===== src/spq_pkg.sv =====
`timescale 1ns / 1ps
// ---------------------------------------------------------------------------
// spq_pkg: shared types and constants of the sorted priority queue
// Opcodes, fixed field widths and the control word broadcast to the cells.
// ---------------------------------------------------------------------------
package spq_pkg;

    // fixed field widths
    localparam int KEY_W = 32;
    localparam int CAP_W = 11;
    localparam int OP_W  = 2;

    localparam logic [CAP_W-1:0] CAP_RESET = 11'd1024;

    // operation codes; code three is unused, changes nothing and is answered with ok low
    typedef enum logic [OP_W-1:0] {
        OP_PUSH  = 2'd0,
        OP_POP   = 2'd1,
        OP_CLEAR = 2'd2
    } t_opcode;

    // per-cycle command broadcast along the cell chain
    typedef struct packed {
        logic push;
        logic pop;
    } t_cell_ctrl;

endpackage


===== src/spq_cell.sv =====
`timescale 1ns / 1ps
// ---------------------------------------------------------------------------
// spq_cell: one slot of the sorted chain
// Holds one entry. On push it keeps its entry, takes the new one, or takes
// its left neighbor's; on pop it takes its right neighbor's entry.
// ---------------------------------------------------------------------------
module spq_cell
    import spq_pkg::*;
#(
    parameter int COORD_BITS = 12
) (
    input  logic                  i_clk,
    input  t_cell_ctrl            i_ctrl,
    input  logic                  i_valid,     // slot lies below the fill count
    input  logic [COORD_BITS-1:0] i_new_row,
    input  logic [COORD_BITS-1:0] i_new_col,
    input  logic [KEY_W-1:0]      i_new_key,
    input  logic                  i_left_gt,   // left neighbor moves right
    input  logic [COORD_BITS-1:0] i_left_row,
    input  logic [COORD_BITS-1:0] i_left_col,
    input  logic [KEY_W-1:0]      i_left_key,
    input  logic [COORD_BITS-1:0] i_right_row,
    input  logic [COORD_BITS-1:0] i_right_col,
    input  logic [KEY_W-1:0]      i_right_key,
    output logic                  o_gt,
    output logic [COORD_BITS-1:0] o_row,
    output logic [COORD_BITS-1:0] o_col,
    output logic [KEY_W-1:0]      o_key
);

    logic [COORD_BITS-1:0] r_row, n_row;
    logic [COORD_BITS-1:0] r_col, n_col;
    logic [KEY_W-1:0]      r_key, n_key;

    // an empty slot or a strictly larger key yields its place to the new entry
    assign o_gt = !i_valid || (r_key > i_new_key);

    // slot update
    always_comb begin
        n_row = r_row;
        n_col = r_col;
        n_key = r_key;
        if (i_ctrl.push && o_gt) begin
            if (i_left_gt) begin
                n_row = i_left_row;
                n_col = i_left_col;
                n_key = i_left_key;
            end else begin
                n_row = i_new_row;
                n_col = i_new_col;
                n_key = i_new_key;
            end
        end else if (i_ctrl.pop) begin
            n_row = i_right_row;
            n_col = i_right_col;
            n_key = i_right_key;
        end
    end

    always_ff @(posedge i_clk) begin
        r_row <= n_row;
        r_col <= n_col;
        r_key <= n_key;
    end

    assign o_row = r_row;
    assign o_col = r_col;
    assign o_key = r_key;

endmodule


===== config.mk =====
export PLATFORM = sky130hd
export DESIGN_NAME = spq_cell
export DESIGN_NICKNAME = d
export VERILOG_FILES = /design/src/spq_pkg.sv /design/src/spq_cell.sv
export SDC_FILE = /design/constraint.sdc
export NUM_CORES = 1
export LEC_CHECK = 0
export ABC_AREA = 1
export BUFFER_PORTS_ARGS = -buffer_cell sky130_fd_sc_hd__buf_2
export CELL_PAD_IN_SITES_DETAIL_PLACEMENT = 2
export CELL_PAD_IN_SITES_GLOBAL_PLACEMENT = 2
export CORE_MARGIN = 5
export CORE_UTILIZATION = 26
export CTS_BUF_LIST = sky130_fd_sc_hd__clkbuf_4 sky130_fd_sc_hd__clkbuf_8
export DETAILED_ROUTE_END_ITERATION = 10
export GPL_TIMING_DRIVEN = 0
export PLACE_DENSITY_LB_ADDON = 0.1
export SLEW_MARGIN = 20
export SYNTH_ARGS = -nofsm -noshare
export SYNTH_HDL_FRONTEND = slang
export SYNTH_SLANG_ARGS = --single-unit

===== constraint.sdc =====
create_clock -name i_clk -period 9.17 [get_ports i_clk]
set_input_delay 1.834 -clock i_clk [delete_from_list [all_inputs] [get_ports i_clk]]
set_output_delay 1.834 -clock i_clk [all_outputs]
set_load 0.005 [all_outputs]

---- After elaboration in Yosys (flattened, before gate mapping) ----
Index checks and enable logic that the tools add are counted.
storage, ports and cells
  flip-flop bits (word level) ............. 56
  bits of input ports ..................... 173
  word-level logic and storage cells ...... 17
cells by class
  order comparisons ....................... 1
  mux-type cells .......................... 9
  reduce and logical (&&, ||, !) cells .... 4
operators with widths
  kind                 count
  $mux W32             3
  $mux W12             6
  $gt A32 B32 Y1       1
  $reduce_bool A2 Y1   1
  $logic_and A1 B1 Y1  1
  $logic_not A1 Y1     1
  $logic_or A1 B1 Y1   1

---- Longest topological paths before layout ----
Gate-level depths: netlist of the first run.
  word-level depth ........................ 4
  gate-level depth with buffers ........... 20
  gate-level depth less buffers ........... 18

---- Worst setup path before layout of the first run ----
Ideal clock, no wire load.
  path kind ............................... input to output
  start point ............................. input port i_new_key[31]
  end point ............................... output port o_gt
  arrival time ............................ 2.940 ns
  required time ........................... 7.336 ns
  slack ................................... 4.396 ns
  stages .................................. 11
  cells stage by stage .................... inv_1 > ha_1 > nand2_1 > nor2_1 > nand2_1 > nor2_1 > nand2_1 > nand2_1 > nand2_1 > nand2_2 > buf_2
between the ends
  longest elaborated chain between the ends .. 2
RTL lines
  item                line            source
  from (decl)         spq_cell.sv:17  input logic [KEY_W-1:0] i_new_key,
  $gt A32 B32 Y1      spq_cell.sv:36  assign o_gt = !i_valid || (r_key > i_new_key);
  $logic_or A1 B1 Y1  spq_cell.sv:36
  to (decl)           spq_cell.sv:25  output logic o_gt,
No other way between the ends.

---- Worst setup path in the final report of the first run ----
  start point ............................. input port i_new_key[30]
  end point ............................... output port o_gt
The elaborated chain is that of the path after synthesis.

==> impl_results.md, run 1 <==
* Largest cells by area after synthesis: edfxtp_1 42%, nand2_1 17%, ha_1 10%
* Cell variety after synth at 20
* Avg Inst Size Synth at 8.152 um2
* Simple logic cell fraction of the synthesized area at 0.2638
* CTS-repair resized insts at 0
* Syn Inst Count at 487
* Antenna Violating Nets Remaining at 0
* Gr ovfl total at 0
* Design area at 5488 um2
* Setup TNS at 0 ns
* Initial core utilization at 0.2631
* Post-synthesis mux area share at 0.07091
* Max Cap Viol at 0
* Worst EP required at 7.34 ns
* RSZ-0062 raised after global routing: false
* Main combinational cell family by area after synthesis: simple AND/OR/NAND/NOR gates
* Vias in the first global route at 4896
* Synth Area in Adders at 0.1009
* Top sig layer: met5
* Drt total wl at 16350 um
* Total core area at 15090 um2
* Syn Nets at 692
* Max_slew headroom at 0.5943
* Final period util at 0.5793
* Warnings, synthesis at 0
* Pwr per Cell Area at 140.5 nW/um2
* Met2 wire length at 8339 um
* Synth Cell Area at 3970 um2
* Non-Filler Instances at 913
* Clock tree from TritonCTS: done
* Final Slew Violations at 0
* Synth Register Bits at 56
* Multi-input gate area at 1982 um2
* Number of fill cells in the layout at 1800
* Iter 0 DRT Violations at 108
* H-tree depth at 2
* Met3 routed WL at 1360 um
* Remaining DRCs at 0
* GRT Overall Usage at 0.1808
* Drt wl/cell at 17.90 um
* CTS max path bufs at 2
* Worst path arrival time at 3.48 ns
* Worst vdd ir at 59.48 uV
* Clock skew at 0.01431 ns
* Post-DP HPWL at 13170 um
* Placed insts at 904
* Vias at 4287
* Pleak at 2.932 nW
* Via density at 4.696
* Worst-Skew Late Latency at 0.35 ns
* Largest net degree at the start of global routing at 32
* Crit path launch type: input port
* GPL Wtd Cong at 0.7521
* Hold crit path type: reg2reg
* Largest area contributor in the netlist: edfxtp_1
* Reg area at 1682 um2
* Post-synthesis xor/xnor area fraction at 0
* Die X at 133.6 um
* Compound-Gate Fraction of Synth Area at 0.06177
* Worst setup EP type: output port
* Total power at 0.0007713 W
* Post-synth top area share at 0.4236
* CP max FO at 10
* Clock-pin slew on the worst setup and hold paths at 0.12 ns
* Kind of critical path: in2out
* Total die area at 17840 um2
* Drt first pass iters at 4
* First-pass GRT wire length at 25320 um
* CTS Sinks at 56
* Num rows at 45
* # setup viols final at 0
* Metal-1 WL at 6442 um
* CTS root buf: clkbuf_8
* I/O pins at 230
* Seq/Total Area, Yosys at 0.4236
* Hold Worst Slack at 1.332 ns
* Total CTS buffers at 5
* Share of layout cells above drive strength 1 at 0.3840
* Final net count at 928
* Tmin final at 5.312 ns
* Placed Area at 5374 um2
* Cts hold-fix bufs at 0
* Status: finished, final reports clean
* Syn-to-layout area delta at 38.23%
* Highest clock rate at 0.1883 GHz
* Chip Height at 133.6 um
* Final hold violations at 0
* Initial antenna violation count at 3
* PortBufs at 228
* Worst-Margin Slew at 0.6085 ns
* Setup bufs post-CTS at 0
==> path summary, 6_finish.rpt <==
| check | start | to | slack [ns] | depth (start not counted) |
|---|---|---|---|---|
| worst max-delay path | i_new_key[30] | o_gt | 3.86 | 13 |
| worst min-delay path | o_key[23] | o_key[1] | 1.33 | 10 |
| worst max register to register | o_key[23] | o_key[31] | 6.32 | 14 |
| worst min register to register | o_key[23] | o_key[1] | 1.33 | 10 |
==> report_power, final <==
group / internal, W / switching [W] / total, W
clock network: 0.0000812 / 0.000100 / 0.000181
registers: 0.000326 / 0.0000146 / 0.000340
logic: 0.000110 / 0.000140 / 0.000250
==> worst max-delay path, stage by stage <==
cell and delay (ns):
buf_2 0.08, inv_1 0.05, ha_1 0.27, nand2_1 0.06, nor2_1 0.14, nand2_1 0.13
nor2_1 0.18, nand2_1 0.07, nand2_1 0.06, nand2_1 0.06, nand2_2 0.11, buf_2 0.25
buf_2 0.16
==> placed cells by master (no fill, tap or decap), drive strengths merged <==
| master | Yosys | layout |
|---|---|---|
| nor2 | 12 | 12 |
| ha | 32 | 32 |
| o21a | 1 | 1 |
| clkinv | 1 | 2 |
| a21o | 1 | 1 |
| a21oi | 13 | 13 |
| buf | 14 | 243 |
| nand3 | 58 | 58 |
| inv | 40 | 40 |
| clkbuf | 14 | 19 |
| diode | 0 | 1 |
| mux2 | 25 | 25 |
| nand4 | 2 | 2 |
| bufinv | 0 | 1 |
| o21ai | 33 | 33 |
| clkinvlp | 0 | 1 |
| nand2 | 185 | 185 |
| edfxtp | 56 | 56 |
==> sequential cells by signal, summed over array words and instances (netlist names) <==
name,flops
o_row,12
o_key,32
o_col,12
==> routing by layer <==
layer	vias to the layer above	global-route usage
met2	138	0.3338
li1	2091	-
met5	-	0
met1	2037	0.1979
met3	17	0.06458
met4	4	0.04229
==> cell families after synthesis <==
logic type                 count (synthesis)
buffers and inverters                     69
DFF                                       56
adders and majority gates                 32
AOI/OAI and AO/OA                         48
and+or+nand+nor                          257
muxes                                     25
==> synth_stat cells <==
cell / n
ha_1: 32
edfxtp_1: 56
o21ai_0: 25
nand3_1: 58
buf_1: 1
o21a_1: 1
nand2_2: 2
a21o_1: 1
inv_1: 40
clkinv_1: 1
nor2_1: 12
clkbuf_1: 14
buf_2: 5
a21oi_1: 13
buf_6: 5
buf_4: 3
nand2_1: 183
o21ai_1: 8
mux2_2: 25
nand4_1: 2
==> cell type report <==
class / instances / area share
timing repair buffer: 229 / 0.2116
inverter: 41 / 0.02804
buffer: 28 / 0.02918
sequential: 56 / 0.3064
antenna: 1 / 0.0004560
tap: 188 / 0.04286
multi-input combinational: 362 / 0.3611
clock buffer: 5 / 0.01254
clock inverter: 3 / 0.007752
==> per-stage QoR <==
stage / utilization / setup WS (ns)
after floorplan: - / 4.396
after global placement: 0.3543 / 3.168
after detailed placement: 0.3561 / 3.798
after CTS: 0.3635 / 3.795
after global routing: 0.3637 / 3.632
final: 0.3637 / 3.858
Power figures use the tool's default switching activity.
==> run 2: changes to the inputs <==
Settings changed: ABC_AREA 1 to 0, CORE_UTILIZATION 26 to 25.
Clock period 9.17 ns to 4.66 ns, I/O delays scaled along.
==> run 2 against run 1 <==
Compared with the run above:
- area after synthesis is 34% higher
- sequential power is 110% higher
- first-iteration DRC count is 130% higher
- setup slack worse by 3.6 ns
- total power is 130% higher
- register-to-register slack worse by 5.1 ns
- critical path type unchanged
- critical endpoint unchanged
- largest power group is now combinational cells
==> impl_results.md, run 2 <==
* Share of layout cells above drive strength 1 at 0.2997 (-0.08432)
* Final hold violations at 0 (unchanged)
* Synth Register Bits at 56 (unchanged)
* Largest net degree at the start of global routing at 31 (-3.1%)
* Setup bufs post-CTS at 0 (unchanged)
* Max Cap Viol at 0 (unchanged)
* Largest area contributor in the netlist: edfxtp_1
* Non-Filler Instances at 1147 (+26%)
* Initial antenna violation count at 6 (+3)
* Initial core utilization at 0.2536 (-0.009519)
* Sequential cell fraction of total power at 0.400 (-0.041)
* Worst-Skew Late Latency at 0.35 ns (about the same)
* Worst-Margin Slew at 0.9775 ns (+0.3690 ns)
* Drt total wl at 25550 um (+56%)
* GRT Overall Usage at 0.2009 (+0.02007)
* Max_slew headroom at 0.3483 (-0.2460)
* Dpl ws at 0.3285 ns (-3.470 ns)
* Crit path launch type: input port
* Total die area at 24270 um2 (+36%)
* M2 GR Usage at 0.3681 (+0.03429)
* Gr busiest metal: met2
* Final period util at 0.9350
* Commonest non-fill, non-tap cells in the layout: 236 x buf_2, 64 x nand2_1, 59 x nor2_1
* Tmin final at 4.357 ns
* RSZ-0062 raised after global routing: false
* Post-DP HPWL at 20020 um (+52%)
* Syn Inst Count at 634 (+30%)
* Antenna Violating Nets Remaining at 0 (unchanged)
* Switching power at 0.0006881 W (+170%)
* CTS max path bufs at 2 (unchanged)
* Die X at 155.8 um (+17%)
* PortBufs at 228 (unchanged)
* Drt wl/cell at 22.28 um (+24%)
* CTS Sinks at 56 (unchanged)
* Cts hold-fix bufs at 0 (unchanged)
* CP max stage delay at 0.53 ns (+0.26 ns)
* # setup viols final at 0 (unchanged)
* Remaining DRCs at 0 (unchanged)
* Worst vdd ir at 102.9 uV (+73%)
* Gr ovfl total at 0 (unchanged)
* Pwr per Cell Area at 255.5 nW/um2 (+82%)
* Crit-path cells: buf_2 > inv_1 > ha_1 > nand4_1 > nor4_1 > a21boi_0 > o31a_1 > buf_6 > buf_6 > buf_6 > nor2_1 > o21ai_0 > buf_2
* Drt first pass iters at 4 (unchanged)
* Final Slew Violations at 0 (unchanged)
* Synth async-reset ratio at 0 (unchanged)
* M1 GR Usage at 0.2391 (+0.04115)
* Pleak at 3.050 nW (+4.0%)
* Warnings, synthesis at 0 (unchanged)
* Largest cells by area after synthesis: edfxtp_1 32%, nor4b_1 9.1%, o21a_1 7.8%
* Design area at 6917 um2 (+26%)
* CP max FO at 10 (unchanged)
* Chip Height at 155.8 um (+17%)
* Final net count at 1075 (+16%)
* Clock skew at 0.01507 ns (+0.0007645 ns)
* Syn-to-layout area delta at 30.16%
* Num rows at 53 (+18%)
* Synth Cell Area at 5314 um2 (+34%)
* Buf/Inv on CP at 6 (+2)
* Number of fill cells in the layout at 2502 (+39%)
* Cell variety after synth at 36 (+80%)
* Worst setup EP type: output port
* Kind of critical path: in2out
* Total core area at 20960 um2 (+39%)
* Total CTS buffers at 5 (unchanged)
* Max reg flops at 32 (unchanged)
* Clock power share at 0.175 (-0.060)
* Most common cell after layout, fill and taps aside: buf_2
* Clock tree from TritonCTS: done
* Post-synth EDFFs at 56 (unchanged)
* Vias in the first global route at 6914 (+41%)
* Status: finished, final reports clean
* First-pass GRT wire length at 38410 um (+52%)
* Iter 0 DRT Violations at 251 (+130%)
* Critical Path Most Common Cell: buf_6
* Avg Inst Size Synth at 8.381 um2 (+2.8%)
* GPL Wtd Cong at 0.7893 (+4.9%)
* CTS root buf: clkbuf_8
* Post-synth top area share at 0.3165 (-0.1071)
* Cell family with most CP delay: buffers and inverters
* Ys flop type: edfxtp_1
* Seq/Total Area, Yosys at 0.3165 (-0.1071)
* P_int at 0.001079 W (+110%)
* H-tree depth at 2 (unchanged)
* Top cells by count, synth: 64 x nand2_1, 59 x nor2_1, 56 x edfxtp_1, 56 x o22ai_1
* Vias at 6134 (+43%)
* CP max stage cell: nor4_1
* Switch share at 0.3894 (+0.05927)
* Via density at 5.348 (+14%)
* Placed Area at 6827 um2 (+27%)
* Combinational power share at 0.425 (+0.101)
* Highest clock rate at 0.2295 GHz
* CTS-repair resized insts at 0 (unchanged)
* Placed insts at 1138 (+26%)
* Worst path arrival time at 3.43 ns (-0.05 ns)
* Hold crit path type: in2reg
* I/O pins at 230 (unchanged)
* Cell with the most instances after synthesis: nand2_1
* Worst EP required at 3.73 ns (-3.61 ns)
* Met3 usage at 0.04688 (-0.01770)
* Syn Nets at 839 (+21%)
* Crit path setup slack, layout at 0.3030 ns (-3.555 ns)
* Clock-pin slew on the worst setup and hold paths at 0.13 ns (about the same)
==> run 2: changes by cell type after synthesis, moves of 25 or more <==
cell | previous run | this run
clkbuf_1 | 14 | 47
nor3_1 | 0 | 50
nor4b_1 | 0 | 55
nor2_1 | 12 | 59
mux2i_1 | 0 | 25
o211ai_1 | 0 | 32
nand2_1 | 183 | 64
o22ai_1 | 0 | 56
mux2_2 | 25 | 0
nand3_1 | 58 | 4
o21a_1 | 1 | 55
==> run 2: path summary, 6_finish.rpt <==
| path | startpoint | endpoint | slack, ns | cells after the start |
|---|---|---|---|---|
| worst min register to register | o_key[31] | o_row[10] | 1.49 | 6 |
| worst min-delay path | i_right_col[5] | o_col[5] | 0.99 | 3 |
| worst max-delay path | i_new_key[14] | o_gt | 0.30 | 13 |
| worst max register to register | o_key[31] | o_key[3] | 1.18 | 10 |
==> run 2: area by class of cell <==
type | count | area (um2) | area share
flip-flops and latches | 56 | 1682 | 0.2431
multi-input cells | 479 | 3194 | 0.4618
well taps | 275 | 344.1 | 0.04975
plain buffers | 66 | 321.6 | 0.04649
clock buffers | 5 | 68.82 | 0.009949
repair buffers | 229 | 1161 | 0.1679
diodes | 1 | 2.502 | 0.0003618
inverters | 33 | 123.9 | 0.01791
clock inverters | 3 | 18.77 | 0.002713
==> run 2: metrics by stage <==
step / total power, W / utilization / TNS (ns) / hold slack, ns
2_1_floorplan: 0.001122 / - / 0 / 1.160
3_3_place_gp: 0.001438 / 0.3245 / -59.40 / 1.329
3_5_place_dp: 0.001475 / 0.3258 / 0 / 1.330
4_1_cts: 0.001795 / 0.3300 / 0 / 0.9827
5_1_grt: 0.001892 / 0.3300 / 0 / 0.9912
6_report: 0.001767 / 0.3301 / 0 / 0.9950
==> run 2: layer usage <==
layer | vias to the layer above | wire length, um | part of all wire
met5 | - | 60 | 0.0023
met2 | 179 | 12970 | 0.51
met1 | 3046 | 10620 | 0.42
met3 | 29 | 1577 | 0.062
met4 | 12 | 320 | 0.013
li1 | 2868 | - | -
==> run 2: cells by family (layout without fill, tap and decap cells) <==
kind of cell	count (synthesis)	after routing	share of synthesized area
simple gates	252	252	0.2583
mux	25	25	0.04709
flops	56	56	0.3165
compound gates	170	170	0.2190
buf+inv	99	336	0.08383
other cells	0	1	0
fa+ha+maj	32	32	0.07535
==> run 2: power groups by stage <==
stage / clock network [W] / registers (W) / logic, W
6_report: 0.000309 / 0.000707 / 0.000751
5_1_grt: 0.000341 / 0.000716 / 0.000835
4_1_cts: 0.000325 / 0.000708 / 0.000762
3_5_place_dp: 0 / 0.000718 / 0.000757
3_3_place_gp: 0 / 0.000722 / 0.000716
2_1_floorplan: 0 / 0.000719 / 0.000403
==> run 2: tightest hold or removal path, cell delays in order <==
cell     delay, ns
buf_2         0.11
o22ai_1       0.10
nor3_2        0.10
==> run 3: changes to the inputs <==
Settings changed: CORE_UTILIZATION 25 to 27.
Clock period 4.66 ns to 4.3 ns, I/O delays scaled along.
==> run 3 against run 2 <==
Compared with the run above:
- final cell count shrank 0.96%
- wire length shrank 2.0%
- combinational power grew 8.9%
- largest cell class unchanged
- flip-flop and latch count is the same
- clock skew shrank 0.0025 ns
==> impl_results.md, run 3 (synthesis gave the netlist of run 2 again) <==
* Placed Area at 6822 um2 (about the same)
* Total CTS buffers at 5 (unchanged)
* Worst EP required at 3.44 ns (-0.29 ns)
* CTS root buf: clkbuf_8
* Number of fill cells in the layout at 2299 (-8.1%)
* Tmin final at 4.106 ns
* Commonest non-fill, non-tap cells in the layout: 236 x buf_2, 64 x nand2_1, 59 x nor2_1
* Remaining DRCs at 0 (unchanged)
* Via density at 5.389 (+0.77%)
* Placed insts at 1128 (-0.88%)
* CP max stage delay at 0.50 ns (-0.03 ns)
* Hold crit path type: in2reg
* PortBufs at 228 (unchanged)
* Final net count at 1074 (-0.093%)
* Setup bufs post-CTS at 0 (unchanged)
* Clock skew at 0.01261 ns (-0.002464 ns)
* Worst vdd ir at 126.8 uV (+23%)
* Total die area at 22590 um2 (-6.9%)
* H-tree depth at 2 (unchanged)
* # setup viols final at 0 (unchanged)
* Design area at 6944 um2 (+0.40%)
* Setup TNS at 0 ns (unchanged)
* Num rows at 51 (-3.8%)
* Pleak at 3.073 nW (+0.76%)
* Max_slew headroom at 0.4330 (+0.08468)
* CTS max path bufs at 2 (unchanged)
* Critical Path Most Common Cell: buf_6
* Max reg flops at 32 (unchanged)
* Clock-pin slew on the worst setup and hold paths at 0.13 ns (about the same)
* CP max FO at 10 (unchanged)
* Vias at 6122 (-0.20%)
* Drt total wl at 25050 um (-2.0%)
* Highest clock rate at 0.2436 GHz
* Worst-Margin Slew at 0.8505 ns (-0.1270 ns)
* Crit path launch type: input port
* Initial antenna violation count at 4 (-2)
* Iter 0 DRT Violations at 250 (-0.40%)
* I/O pins at 230 (unchanged)
* GRT Overall Usage at 0.2155 (+0.01458)
* Clock tree from TritonCTS: done
* Final Slew Violations at 0 (unchanged)
* Kind of critical path: in2out
* Hold Worst Slack at 0.9116 ns (-0.08335 ns)
* Final period util at 0.9548
* RSZ-0062 raised after global routing: false
* Gr ovfl total at 0 (unchanged)
* Status: finished, final reports clean
* Worst setup EP type: output port
* Pwr per Cell Area at 286.6 nW/um2 (+12%)
* GPL Wtd Cong at 0.8498 (+7.7%)
* Worst-Skew Late Latency at 0.35 ns (about the same)
* CP max stage cell: nor4_2
* Non-Filler Instances at 1136 (-0.96%)
* Antenna Violating Nets Remaining at 0 (unchanged)
* Final hold violations at 0 (unchanged)
* Syn-to-layout area delta at 30.68%
* Worst path arrival time at 3.25 ns (-0.18 ns)
* Initial core utilization at 0.2739 (+0.02035)
* Max Cap Viol at 0 (unchanged)
* R2R Setup Slk at 1.01 ns (-0.17 ns)
* Drt wl/cell at 22.05 um (-1.0%)
* First-pass GRT wire length at 38300 um (-0.29%)
* Most common cell after layout, fill and taps aside: buf_2
* Largest net degree at the start of global routing at 40 (+29%)
* Drt first pass iters at 4 (unchanged)
* Chip Height at 150.3 um (-3.5%)
* CTS Sinks at 56 (unchanged)
* Vias in the first global route at 6975 (+0.88%)
* Die X at 150.3 um (-3.5%)
* Total core area at 19400 um2 (-7.4%)
* Crit-path cells: buf_2 > inv_1 > ha_1 > nand4_1 > nor4_2 > o31a_1 > buf_6 > buf_6 > buf_6 > nor2_1 > o21ai_0 > buf_2
* Post-DP HPWL at 19420 um (-3.0%)
* Share of layout cells above drive strength 1 at 0.3034 (+0.003793)
-- run 3: cell type report --
type                       instances  area, um2  share of cell area
antenna                            1      2.502           0.0003604
multi-input combinational        479       3207              0.4618
sequential                        56       1682              0.2422
clock buffer                       6      76.32             0.01099
timing repair buffer             229       1169              0.1683
buffer                            65      317.8             0.04577
clock inverter                     2      35.03            0.005045
inverter                          33      123.9             0.01784
tap                              265      331.6             0.04775
-- run 3: metrics by stage --
stage / power, W / util / setup WS (ns)
CTS: 0.002009 / 0.3575 / 0.1084
floorplan: 0.001216 / - / 0.2681
finish: 0.001990 / 0.3580 / 0.1945
global route: 0.002119 / 0.3580 / 0.01451
detailed placement: 0.001599 / 0.3517 / -0.04014
global placement: 0.001553 / 0.3498 / -1.290
-- run 3: worst paths after layout --
path                            cells past startpoint            from   endpoint
worst max-delay path                               12   i_new_key[30]       o_gt
worst min-delay path                                3  i_right_row[6]   o_row[6]
worst max register to register                     10       o_key[31]   o_key[3]
worst min register to register                      5       o_key[31]  o_key[17]
-- run 3: critical path, delay by kind of cell --
family / cells / cell delay [ns]
buf+inv: 6 / 0.77
compound gates: 2 / 0.44
fa+ha+maj: 1 / 0.32
simple gates: 3 / 0.82
-- run 3: report_power, final --
| part | leakage, nW | switching (W) | internal (W) |
|---|---|---|---|
| logic | 2.45 | 0.000481 | 0.000337 |
| registers | 0.565 | 0.0000451 | 0.000720 |
| clock network | 0.0586 | 0.000226 | 0.000181 |
| total | 3.07 | 0.000752 | 0.00124 |
-- run 3: what timing repair did --
item | in CTS | in global routing
resized for setup | 1 | 1
endpoints found under the setup margin | 1 | 1
hold buffers | 0 | 0
pin swaps | 0 | 0
-- run 3: layer usage --
metal | vias up | wire [um] | track usage
li1 | 2860 | - | -
met5 | - | 31 | 0
met2 | 192 | 13040 | 0.4001
met3 | 14 | 1534 | 0.04636
met4 | 6 | 119 | 0.03751
met1 | 3050 | 10320 | 0.2568
